`config.mk`:
```
export PLATFORM = sky130hd
export DESIGN_NAME = bounded_substring_search_core
export DESIGN_NICKNAME = d
export VERILOG_FILES = /design/src/rtl/bss_pkg.sv /design/src/rtl/bounded_substring_search_core.sv /design/src/rtl/bss_cell.sv /design/src/rtl/bss_out_buf.sv
export VERILOG_INCLUDE_DIRS = /design/src /design/src/rtl
export SDC_FILE = /design/constraint.sdc
export NUM_CORES = 1
export LEC_CHECK = 0
export BUFFER_PORTS_ARGS = -buffer_cell sky130_fd_sc_hd__buf_2
export CAP_MARGIN = 20
export CORE_MARGIN = 2
export CORE_UTILIZATION = 41
export CTS_CLUSTER_SIZE = 40
export DETAILED_ROUTE_END_ITERATION = 8
export GPL_TIMING_DRIVEN = 0
export HOLD_SLACK_MARGIN = 0.06
export SLEW_MARGIN = 5
export SYNTH_ARGS = -nofsm -noshare
export SYNTH_HDL_FRONTEND = slang
export SYNTH_HIERARCHICAL = 1
export SYNTH_SLANG_ARGS = --single-unit
```
`constraint.sdc`:
```
create_clock -name clk -period 11.8 [get_ports clk]
set_input_delay 0 -clock clk [delete_from_list [all_inputs] [get_ports clk]]
set_output_delay 0 -clock clk [all_outputs]
set_load 0.1 [all_outputs]
```
`src/rtl/bounded_substring_search_core_defines.svh`:
```
// ----------------------------------------------------------------------------
// bounded substring search core assertion macros
// shared concurrent assertion forms, clocked on clk, off while rst_n is low
// ----------------------------------------------------------------------------
`ifndef BOUNDED_SUBSTRING_SEARCH_CORE_DEFINES_SVH
`define BOUNDED_SUBSTRING_SEARCH_CORE_DEFINES_SVH

// same-cycle implication
`define BSS_ASSERT_SAME(label, ante, cons, msg) \
  label: assert property (@(posedge clk) disable iff (!rst_n) (ante) |-> (cons)) \
    else $error(msg);

// next-cycle implication
`define BSS_ASSERT_NEXT(label, ante, cons, msg) \
  label: assert property (@(posedge clk) disable iff (!rst_n) (ante) |=> (cons)) \
    else $error(msg);

`endif

```
`src/rtl/bss_pkg.sv`:
```
`timescale 1ns / 1ps
// ----------------------------------------------------------------------------
// bss_pkg
// shared widths, register codes and the result type of the substring search
// ----------------------------------------------------------------------------
package bss_pkg;

  localparam int BYTE_W     = 8;
  localparam int LEN_W      = 5;
  localparam int POS_W      = 16;
  localparam int CFG_IDX_W  = 2;
  localparam int CFG_DATA_W = 64;

  localparam logic [BYTE_W-1:0] TEXT_END_BYTE = 8'h00;
  localparam logic [POS_W-1:0]  POS_MAX       = 16'hFFFF;
  localparam logic [POS_W-1:0]  LIMIT_RESET   = 16'hFFFF;

  // configuration register indexes
  typedef enum logic [CFG_IDX_W-1:0] {
    CFG_NEEDLE_LOW   = 2'd0,
    CFG_NEEDLE_HIGH  = 2'd1,
    CFG_NEEDLE_LEN   = 2'd2,
    CFG_SEARCH_LIMIT = 2'd3
  } cfg_reg_t;

  // one search result
  typedef struct packed {
    logic             found;
    logic [POS_W-1:0] position;
  } res_t;

endpackage

```
`src/rtl/bounded_substring_search_core.sv`:
```
`timescale 1ns / 1ps
// ----------------------------------------------------------------------------
// bounded_substring_search_core
// streaming bounded substring search over haystack bytes, one byte a request
// ----------------------------------------------------------------------------
// Usage:
//   in_ channel: one haystack byte per request, in_end_of_text on the last
//   byte of a string. A byte of value zero ends the search of that string.
//   out_ channel: one request per string, match_found and match_position
//   (start index of the first match, zero when not found).
//   cfg_ channel: register writes (index 0/1 needle bytes, 2 needle length,
//   3 search limit); cfg_ready is always high, write only while idle.
// Timing:
//   one byte accepted per cycle while in_stall is low; each result is kept in
//   the output register driving out_, or the skid entry. A row of NEEDLE_MAX
//   compare cells updates the partial-match vector, which sets the rate.
// Reset and stall:
//   reset clears the string state, the needle and length to zero and the
//   limit to 65535. An output register plus one skid entry hold results;
//   in_stall rises only when both are full under out_stall.
// ----------------------------------------------------------------------------
`include "bounded_substring_search_core_defines.svh"

module bounded_substring_search_core
  import bss_pkg::*;
#(
  parameter int NEEDLE_MAX = 16
) (
  input  logic                  clk,
  input  logic                  rst_n,
  // haystack requests
  input  logic                  in_valid,
  output logic                  in_stall,
  input  logic [BYTE_W-1:0]     in_text_byte,
  input  logic                  in_end_of_text,
  // result requests
  output logic                  out_valid,
  input  logic                  out_stall,
  output logic                  out_match_found,
  output logic [POS_W-1:0]      out_match_position,
  // register writes
  input  logic                  cfg_valid,
  output logic                  cfg_ready,
  input  logic [CFG_IDX_W-1:0]  cfg_index,
  input  logic [CFG_DATA_W-1:0] cfg_data
);

  logic [CFG_DATA_W-1:0]   needle_low_r;
  logic [CFG_DATA_W-1:0]   needle_high_r;
  logic [LEN_W-1:0]        needle_len_r;
  logic [POS_W-1:0]        limit_r;
  logic [POS_W-1:0]        pos_r;
  logic [POS_W-1:0]        pos_nxt;
  logic                    given_r;
  logic                    given_nxt;
  logic [2*CFG_DATA_W-1:0] needle;
  logic [LEN_W-1:0]        len_eff;
  logic                    accept;
  logic                    clear;
  logic                    empty;
  logic                    term;
  logic                    advance;
  logic                    hit;
  logic                    res_push;
  res_t                    res;
  res_t                    out_res;
  logic                    buf_full;
  logic [NEEDLE_MAX-1:0]   cell_bit;
  logic [NEEDLE_MAX-1:0]   cell_tail;

  assign cfg_ready = 1'b1;

  // register writes
  always_ff @(posedge clk) begin
    if (!rst_n) begin
      needle_low_r  <= '0;
      needle_high_r <= '0;
      needle_len_r  <= '0;
      limit_r       <= LIMIT_RESET;
    end else if (cfg_valid && cfg_ready) begin
      unique case (cfg_reg_t'(cfg_index))
        CFG_NEEDLE_LOW:   needle_low_r  <= cfg_data;
        CFG_NEEDLE_HIGH:  needle_high_r <= cfg_data;
        CFG_NEEDLE_LEN:   needle_len_r  <= cfg_data[LEN_W-1:0];
        CFG_SEARCH_LIMIT: limit_r       <= cfg_data[POS_W-1:0];
        default: ;
      endcase
    end
  end

  assign needle  = {needle_high_r, needle_low_r};
  assign len_eff = (needle_len_r > LEN_W'(NEEDLE_MAX)) ? LEN_W'(NEEDLE_MAX) : needle_len_r;

  // request decode
  assign accept  = in_valid && !in_stall;
  assign clear   = accept && in_end_of_text;
  assign empty   = (len_eff == '0);
  assign term    = (in_text_byte == TEXT_END_BYTE) || (pos_r >= limit_r);
  assign advance = accept && !given_r && !empty && !term;

  // row of compare cells
  for (genvar i = 0; i < NEEDLE_MAX; i++) begin : g_cell
    logic prev_bit;
    if (i == 0) begin : g_head
      assign prev_bit = 1'b1;
    end else begin : g_link
      assign prev_bit = cell_bit[i-1];
    end
    bss_cell #(
      .INDEX (i)
    ) u_cell (
      .clk         (clk),
      .rst_n       (rst_n),
      .clear       (clear),
      .advance     (advance),
      .text_byte   (in_text_byte),
      .needle_byte (needle[i*BYTE_W +: BYTE_W]),
      .needle_len  (len_eff),
      .prev_bit    (prev_bit),
      .match_bit   (cell_bit[i]),
      .tail_hit    (cell_tail[i])
    );
  end

  assign hit = |cell_tail;

  // result of this request
  assign res_push     = accept && !given_r && (empty || term || hit || in_end_of_text);
  assign res.found    = empty || (!term && hit);
  assign res.position = (!empty && !term && hit) ?
                        (pos_r + POS_W'(1) - POS_W'(len_eff)) : '0;

  // string state next values
  always_comb begin
    pos_nxt   = pos_r;
    given_nxt = given_r;
    if (clear) begin
      pos_nxt   = '0;
      given_nxt = 1'b0;
    end else begin
      if (advance && (pos_r != POS_MAX)) begin
        pos_nxt = pos_r + POS_W'(1);
      end
      if (res_push) begin
        given_nxt = 1'b1;
      end
    end
  end

  always_ff @(posedge clk) begin
    if (!rst_n) begin
      pos_r   <= '0;
      given_r <= 1'b0;
    end else begin
      pos_r   <= pos_nxt;
      given_r <= given_nxt;
    end
  end

  // result buffer
  bss_out_buf u_out_buf (
    .clk       (clk),
    .rst_n     (rst_n),
    .push      (res_push),
    .push_res  (res),
    .full      (buf_full),
    .out_valid (out_valid),
    .out_stall (out_stall),
    .out_res   (out_res)
  );

  assign in_stall           = buf_full;
  assign out_match_found    = out_res.found;
  assign out_match_position = out_res.position;

  // checks
  `BSS_ASSERT_SAME(a_one_result, given_r, !res_push, "second result for one string")
  `BSS_ASSERT_NEXT(a_clear_state, clear, (pos_r == '0) && !given_r, "string state not cleared")
  `BSS_ASSERT_SAME(a_miss_pos_zero, res_push && !res.found, res.position == '0, "miss with position")
  `BSS_ASSERT_SAME(a_stall_full, in_stall, out_valid, "stall while output empty")
  `BSS_ASSERT_NEXT(a_hit_given, advance && hit && !in_end_of_text, given_r, "match not recorded")

endmodule

```
`src/rtl/bss_cell.sv`:
```
`timescale 1ns / 1ps
// ----------------------------------------------------------------------------
// bss_cell
// one needle position: compares the text byte and holds its partial-match bit
// ----------------------------------------------------------------------------
module bss_cell
  import bss_pkg::*;
#(
  parameter int INDEX = 0
) (
  input  logic              clk,
  input  logic              rst_n,
  input  logic              clear,
  input  logic              advance,
  input  logic [BYTE_W-1:0] text_byte,
  input  logic [BYTE_W-1:0] needle_byte,
  input  logic [LEN_W-1:0]  needle_len,
  input  logic              prev_bit,
  output logic              match_bit,
  output logic              tail_hit
);

  logic match_bit_r;
  logic match_bit_nxt;
  logic in_use;

  // cell is part of the needle when its index is below the length
  assign in_use        = LEN_W'(INDEX) < needle_len;
  assign match_bit_nxt = prev_bit && in_use && (text_byte == needle_byte);

  // last needle position completes a match
  assign tail_hit = match_bit_nxt && (needle_len == LEN_W'(INDEX + 1));

  // partial-match bit, handed to the next cell
  always_ff @(posedge clk) begin
    if (!rst_n || clear) begin
      match_bit_r <= 1'b0;
    end else if (advance) begin
      match_bit_r <= match_bit_nxt;
    end
  end

  assign match_bit = match_bit_r;

endmodule

```
`src/rtl/bss_out_buf.sv`:
```
`timescale 1ns / 1ps
// ----------------------------------------------------------------------------
// bss_out_buf
// output register with one skid entry, decouples the result channel stall
// ----------------------------------------------------------------------------
module bss_out_buf
  import bss_pkg::*;
(
  input  logic clk,
  input  logic rst_n,
  input  logic push,
  input  res_t push_res,
  output logic full,
  output logic out_valid,
  input  logic out_stall,
  output res_t out_res
);

  logic out_valid_r;
  logic out_valid_nxt;
  logic skid_valid_r;
  logic skid_valid_nxt;
  res_t out_res_r;
  res_t out_res_nxt;
  res_t skid_res_r;
  res_t skid_res_nxt;
  logic pop;
  logic out_free;

  assign pop      = out_valid_r && !out_stall;
  assign out_free = !out_valid_r || pop;

  // next state of both entries; no push arrives while the skid is full
  always_comb begin
    out_valid_nxt  = out_valid_r;
    out_res_nxt    = out_res_r;
    skid_valid_nxt = skid_valid_r;
    skid_res_nxt   = skid_res_r;
    if (out_free) begin
      if (skid_valid_r) begin
        out_valid_nxt  = 1'b1;
        out_res_nxt    = skid_res_r;
        skid_valid_nxt = 1'b0;
      end else begin
        out_valid_nxt = push;
        out_res_nxt   = push_res;
      end
    end else if (push) begin
      skid_valid_nxt = 1'b1;
      skid_res_nxt   = push_res;
    end
  end

  // control flags
  always_ff @(posedge clk) begin
    if (!rst_n) begin
      out_valid_r  <= 1'b0;
      skid_valid_r <= 1'b0;
    end else begin
      out_valid_r  <= out_valid_nxt;
      skid_valid_r <= skid_valid_nxt;
    end
  end

  // payload
  always_ff @(posedge clk) begin
    out_res_r  <= out_res_nxt;
    skid_res_r <= skid_res_nxt;
  end

  assign full      = skid_valid_r;
  assign out_valid = out_valid_r;
  assign out_res   = out_res_r;

endmodule
```
# After elaboration in Yosys (flattened, before gate mapping)
# Index checks and enable logic that the tools add are counted.
# word_totals
romBits	0
memories	0
out_inout_bits	20
ram_bits	0
latch_bits	0
reg_bits	217
elab_cells	172
# op_classes
bitwise	2
n_addsub	2
shift	0
muxes	4
n_lt_le_gt_ge	18
n_eq_ne	36
n_reduce_logical	83
n_div	0
mul	0
# ops
operator	count
$eq 8x8->1	16
$logic_and 1x1->1	58
$eq 5x4->1 const B	8
$lt 4x5->1 const A	8
$eq 5x3->1 const B	4
$lt 3x5->1 const A	4
$mux 17	1
$add 16x1->16 const B	1
$ge 16x16->1	1
$mux 16	1
$ne 16x16->1 const B	1
$reduce_or 16->1	1
$sub 16x5->16	1
$eq 5x2->1 const B	2
$lt 1x5->1 const A	2
$lt 2x5->1 const A	2
$reduce_and 2->1	5
$logic_not 8->1	1
$logic_not 1->1	7
$logic_or 1x1->1	7
$eq 5x1->1 const B	1
$eq 5x5->1 const B	1
$gt 5x5->1 const B	1
$logic_not 5->1	1
other kinds (7)	10

# Longest topological paths before layout
# Gate-level depths: netlist (run 1).
# logic_depth
depth_word	11
depth_mapped	15
ltp_nobuf	14

# Hierarchy
# Netlist (run 1), hierarchy kept.
# modules_own_cells
module	area_each_um2	cells_each	instances	seq_area_each_um2
bounded_substring_search_core	7653.6	946	1	3323.2
bss_out_buf	1353.8	60	1	1061.0
bss_cell (g_cell[14].u_cell ...)	171.4	20	2	20.0
bss_cell (g_cell[5].u_cell)	188.9	19	1	20.0
bss_cell (g_cell[10].u_cell)	186.4	24	1	20.0
bss_cell (g_cell[12].u_cell)	185.2	23	1	20.0
bss_cell (g_cell[4].u_cell)	182.7	23	1	20.0
bss_cell (g_cell[2].u_cell)	181.4	22	1	20.0
bss_cell (g_cell[13].u_cell)	178.9	20	1	20.0
bss_cell (g_cell[6].u_cell)	177.7	20	1	20.0
bss_cell (g_cell[1].u_cell)	170.2	18	1	20.0
bss_cell (g_cell[9].u_cell)	168.9	22	1	20.0
bss_cell (g_cell[8].u_cell)	167.7	20	1	20.0
bss_cell (g_cell[0].u_cell)	166.4	20	1	20.0
+3 rows	--	--	--	--

# Worst setup path after synthesis (run 1)
# Ideal clock, no wire load.
# synth_timing
path_type	register to register
startpoint	register pos_r[9]
endpoint	register g_cell[9].u_cell.match_bit_r
arrival_time_ns	4.655
period_less_slack_ns	4.725
setup_slack_ns	7.075
setup_time_ns	0.070
path_stages_with_launch	13
required_time_ns	11.730
cell_sequence	dfxtp_1 -> ha_1 -> and3_1 -> a221oi_1 -> a31oi_1 -> or2_2 -> clkbuf_1 -> clkbuf_1 -> clkbuf_1 -> nor4_1 -> nand3_1 -> or4b_1 -> a21oi_1
# synth_between
elab_chain_len	4
# synth_lines
item	line	source
start, declared	bounded_substring_search_core.sv:52	logic [POS_W-1:0] pos_r;
start signal, assigned	bounded_substring_search_core.sv:155	pos_r <= pos_nxt;
$ge 16x16->1	bounded_substring_search_core.sv:98	assign term = (in_text_byte == TEXT_END_BYTE) || (pos_r >= limit_r);
$logic_or 1x1->1	bounded_substring_search_core.sv:98	
$logic_not 1->1	bounded_substring_search_core.sv:99	assign advance = accept && !given_r && !empty && !term;
$logic_and 1x1->1	bounded_substring_search_core.sv:99	
via advance	bounded_substring_search_core.sv:62	logic advance;
end signal, assigned	bss_cell.sv:39	match_bit_r <= match_bit_nxt;
end, declared	bss_cell.sv:23	logic match_bit_r;
# The timed path passes the listed nets, and every way through them passes these cells.
# A chain may end at the register's enable or synchronous reset.

==> flow_summary.toml, run 1 <==
[sta]
whs_ps = 138
worst_pin_slew_ps = 924
layout_setup_ws_ps = 7350
slew_viol_final = 0
finalCriticalPeriod_ps = 4450
finalSetupViolCount = 0
fin_worst_skew_ps = 14.3
rsz0062_at_grt = "false"
post-route-period-util = 0.377
clock.fmax_mhz = 225
fin_setup_tns_ps = 0
finalHoldViolCount = 0
maxSlewHeadroom = 0.379

[worst_setup_path]
reg2reg_from = "pos_r[1]$_SDFFE_PP0P_"
slowest_stage = "or4_4"
crit_end = "u_out_buf/out_res[14]$_DFFE_PP_"
worstSetupEndpointType = "register"
cp.arrival_ps = 4840
path_depth = 13
critPathBufInv = 2
crit_chain = "ha_1, clkbuf_1, nand3_1, xnor2_1, ha_1, o21ai_0, nor2_1, or4_4, or4b_1, buf_2, or4_1, a21oi_1, mux2_2"
r2r_cells = 13
critPathMostFrequentCell = "ha_1"
criticalPathCategory = "register to register"
critical_path.startpoint = "pos_r[1]$_SDFFE_PP0P_"
worst_path_largest_cell_delay_ps = 540
cp-start-kind = "register"
rrSetupSlack_ps = 7350
regToRegEndpoint = "u_out_buf/out_res[14]$_DFFE_PP_"
cp_max_fo = 10
cp.required_ps = 12190
cp_top_family = "simple AND/OR/NAND/NOR gates"

[drt]
drc_errors = 0
dr.pass1.iters = 5
vias = 10103
drtIter0Drc = 831
wirelength_um = 33400
avgViaCountPerCell = 5.26
ant_nets = 0
avgRoutedWirePerCell_um = 17.4

[clocking]
cts_tree = "done"
cts_resized = 0
cts_setup_buffers = 0
clk_latency_ps = 530
clockBufferDepth = 3
root_buffer = "clkbuf_16"
cts-htree-levels = 1
clock_sinks = 217
postCtsHoldBufs = 67
cts_buffers = 25
clkSlewWorstSetupHoldPaths_ps = 70

[layout]
syn_to_final_growth_pct = 21.1
diodes = 0
fin_nets = 1628
stdcell_count = 1920
drive_gt1_frac = 0.141

[global_routing]
grt_use_total = 0.221
antenna_found_initial = 0
grt_max_degree = 29
grt_first_pass_wirelength_um = 53500
grt_remaining_overflow = 0
grt_pass1_vias = 9685

[job]
cap_violations = 0

[logic_synthesis]
syn_inst = 1328
ys_warn_count = 6
avgSynthCellArea_um2 = 8.83
netlist_area_um2 = 11700

[place]
pre_cts_ws_ps = 7360
hpwlAfterDp_um = 23000
io_buffer_count = 98
gp_congestion = 0.848
place_inst = 1809

[power]
ir_drop_mv = 0.0995
powerDensity_nw_per_um2 = 125
p_leak_nw = 5.41

[die]
rows = 61
start_util = 0.420
core_area_um2 = 27900
die-area_um2 = 30000
die_height_um = 173
chipWidth_um = 173
ios = 100

[status]
outcome = "finished clean"

[hold_path]
hold_class = "input port to register"
## cell type report
cell class,instances,area (µm²)
inverter,41,154
tap,378,473
clock buffer,34,699
timing repair buffer,169,1210
multi-input combinational,1005,6610
buffer,66,289
clock inverter,10,78.8
fill,2744,13700
sequential,217,4680
## layer usage
| layer | up-vias | track usage | wire length [µm] |
|---|---|---|---|
| met5 | - | 0 | 0 |
| met4 | 0 | 0.0466 | 564 |
| met3 | 39 | 0.0266 | 1580 |
| met2 | 256 | 0.338 | 14200 |
| met1 | 4788 | 0.332 | 17100 |
| li1 | 5020 | - | - |
## flip-flops by register name (all words and copies together), names as in the netlist, 5 cells and up
name and cells:
needle_high_r 64, u_out_buf/out_res 17, needle_len_r 5, g_cell.u_cell/match_bit 15, pos_r 16, needle_low_r 64
limit_r 16, u_out_buf/skid_res_r 17
## worst min-delay path by stage
stage | endpoint | slack (ps) | startpoint | depth (start not counted)
finish | limit_r[0]$_SDFFE_PN1P_ | 140 | cfg_index[1] | 5
CTS | limit_r[0]$_SDFFE_PN1P_ | 130 | cfg_index[1] | 5
global placement | needle_high_r[25]$_SDFFE_PN0P_ | 260 | cfg_data[25] | 3
global route | limit_r[0]$_SDFFE_PN1P_ | 200 | cfg_index[1] | 5
detailed placement | needle_low_r[59]$_SDFFE_PN0P_ | 270 | cfg_data[59] | 3
floorplan | g_cell[10].u_cell/match_bit$_SDFFE_PP0P_ | 130 | rst_n | 2
## power breakdown
part           internal, mW  leakage, nW  switching [mW]  total, mW
combinational        0.0854         3.22           0.154      0.240
clock                 0.434        0.382           0.315      0.750
sequential            0.776         1.81          0.0129      0.788
total                  1.30         5.41           0.483       1.78
## worst register-to-register path, cell delays in order (launching register included)
cell,delay [ps]
dfxtp_1,490
ha_1,200
clkbuf_1,460
nand3_1,330
xnor2_1,210
ha_1,320
o21ai_0,80
nor2_1,90
or4_4,540
or4b_1,510
buf_2,170
or4_1,510
a21oi_1,220
mux2_2,180
## per-stage QoR
step / power (mW) / cell area, µm² / utilization
final: 1.78 / 14200 / 0.508
after CTS: 1.79 / 14200 / 0.508
after global placement: 1.02 / 12700 / 0.454
after global routing: 1.85 / 14200 / 0.508
after floorplan: 0.949 / 11700 / -
after detailed placement: 1.03 / 12700 / 0.456
## layout by cell type, fill, tap and decap left out, types with 17 or more instances in the layout
cell / instances
nand4_1: 24
buf_2: 100
xnor2_1: 53
o211ai_1: 17
a21boi_0: 129
dfxtp_1: 183
xor2_1: 100
nor4_2: 18
nor2_1: 34
inv_1: 41
a21oi_1: 25
edfxtp_1: 34
nor4_1: 17
nand3_1: 37
dlygate4sd3_1: 67
clkbuf_1: 59
nand2_1: 303
clkbuf_16: 25
ha_1: 22
Power figures use the tool's default switching activity.
==> run 2: changes to the inputs <==
clock period = 4 ns   (was 11.8 ns; I/O delays follow)
==> flow_summary.toml, run 2 (synthesis results as in run 1) <==
[clocking]
clk_latency_ps = 550
clockBufferDepth = 3
cts_tree = "done"
root_buffer = "clkbuf_16"
clkSlewWorstSetupHoldPaths_ps = 60
clock_sinks = 217
cts-htree-levels = 1
cts_buffers = 26

[power]
ir_drop_mv = 0.283
power.share.clock = 0.442
p_int_mw = 4.00
seqPwrFrac = 0.427
combPwrFrac = 0.132
p_sw_frac = 0.267
powerDensity_nw_per_um2 = 377
power_mw = 5.45
p_leak_nw = 5.50
switchingPower_mw = 1.46

[place]
gp_congestion = 0.811
hpwlAfterDp_um = 22700
io_buffer_count = 98
place_inst = 1807

[worst_setup_path]
crit_chain = "nor2b_4, ha_1, inv_1, fa_1, a211oi_1, nor2_1, or4_4, or4b_1, buf_2, or4_1, a21oi_2, mux2_2"
cp.arrival_ps = 4250
slowest_stage = "or4_4"
worst_path_largest_cell_delay_ps = 550
worstSetupEndpointType = "register"
cp_max_fo = 5
reg2reg_from = "needle_len_r[0]$_SDFFE_PN0P_"
cp.required_ps = 4410
critical_path.startpoint = "needle_len_r[0]$_SDFFE_PN0P_"
criticalPathCategory = "register to register"
cp-start-kind = "register"

[global_routing]
use_met3 = 0.0341
grt_max_degree = 29
grt_first_pass_wirelength_um = 53600
busiest_layer = "met2"
antenna_found_initial = 0
grtUsageMet1 = 0.319
grt_pass1_vias = 9855
grt_use_total = 0.220
grt_remaining_overflow = 0
grtUsageMet2 = 0.339

[layout]
final_cell_mix = "nand2_1, dfxtp_1, a21boi_0"
diodes = 0
top_regs = "needle_high_r (64), needle_low_r (64)"
drive_gt1_frac = 0.161
multi_input_area_um2 = 6670
area.sequential_um2 = 4690
layout_commonest_cell = "nand2_1"
fin_nets = 1643
stdcell_count = 1935
fillers = 2755
syn_to_final_growth_pct = 23.2

[sta]
fin_worst_skew_ps = 25.1
finalHoldViolCount = 0
fin_setup_tns_ps = 0
clock.fmax_mhz = 260
post-route-period-util = 0.961
worst_pin_slew_ps = 801
finalSetupViolCount = 0
maxSlewHeadroom = 0.461
slew_viol_final = 0
finalCriticalPeriod_ps = 3840
rsz0062_at_grt = "false"

[hold_path]
hold_class = "input port to register"
min_from = "cfg_index[1]"

[die]
ios = 100
chipWidth_um = 173
rows = 61
core_area_um2 = 27900
start_util = 0.420
die-area_um2 = 30000
die_height_um = 173

[drt]
wirelength_um = 33700
dr.pass1.iters = 5
drc_errors = 0
avgRoutedWirePerCell_um = 17.4
drtIter0Drc = 652
avgViaCountPerCell = 5.32
ant_nets = 0
vias = 10289

[job]
cap_violations = 0

[status]
outcome = "finished clean"
## run 2: cell types whose count changed in the layout (fill, tap and decap cells not counted), moves of 3 or more
cell and delta:
nand2_1 -3, clkbuf_2 +3, buf_4 +10, inv_1 -4, clkbuf_1 -7, clkinvlp_4 +3
dfxtp_1 -4, dfxtp_2 +4, nand2_2 +3, clkinvlp_2 +3
## run 2: worst paths after layout
| path | to | cells after the start | slack, ps |
|---|---|---|---|
| setup reg to reg | u_out_buf/out_res[14]$_DFFE_PP_ | 12 | 160 |
| hold / removal | needle_len_r[4]$_SDFFE_PN0P_ | 4 | 100 |
| hold reg to reg | g_cell[12].u_cell/match_bit$_SDFFE_PP0P_ | 2 | 470 |
| setup / recovery | u_out_buf/out_res[14]$_DFFE_PP_ | 12 | 160 |
## run 2: cell type report
cell class	count	area share
Sequential cell	217	0.325
Timing Repair inverter	4	0.00156
Clock buffer	33	0.0496
Inverter	41	0.0114
Timing Repair Buffer	180	0.0889
Multi-Input combinational cell	1006	0.461
Tap cell	378	0.0327
Clock inverter	12	0.0100
Buffer	64	0.0197
## run 2: stage by stage
step	worst slack, ps	hold slack [ps]	utilization	cell area (µm²)
6_report	158	97.3	0.517	14400
5_1_grt	0.193	114	0.517	14400
4_1_cts	15.9	73.5	0.515	14400
3_5_place_dp	-414	269	0.456	12700
3_3_place_gp	-1430	265	0.455	12700
2_1_floorplan	52.6	130	-	11700
## run 2: timing repair
item / in CTS / in global routing
endpoints found under the hold margin: 168 / 0
gates resized for setup: 10 / 13
setup buffers: 8 / 4
gates cloned: 4 / 1
hold buffers: 68 / 0
endpoints found under the setup margin: 54 / 49
pin swaps: 1 / 0
## run 2: per-layer routing
| layer | vias to the layer above | routed length (µm) |
|---|---|---|
| met5 | - | 0 |
| met2 | 319 | 14400 |
| met4 | 0 | 669 |
| met3 | 51 | 2140 |
| li1 | 5041 | - |
| met1 | 4878 | 16400 |
## run 2: critical path, delay by kind of cell, from the launching register on
kind                     cells  cell delay [ps]
AND/OR/NAND/NOR              5             1880
adder cells (fa/ha/maj)      2              620
multiplexers                 1              160
AO/OA/AOI/OAI                2              450
flip-flops                   1              370
buffers and inverters        2              230
## run 2: power by group through the flow
stage	Sequential, mW	Clock, mW	Combinational [mW]
2_1_floorplan	2.47	0	0.331
3_3_place_gp	2.37	0	0.642
3_5_place_dp	2.37	0	0.650
4_1_cts	2.33	2.45	0.713
5_1_grt	2.33	2.54	0.777
6_report	2.33	2.41	0.718
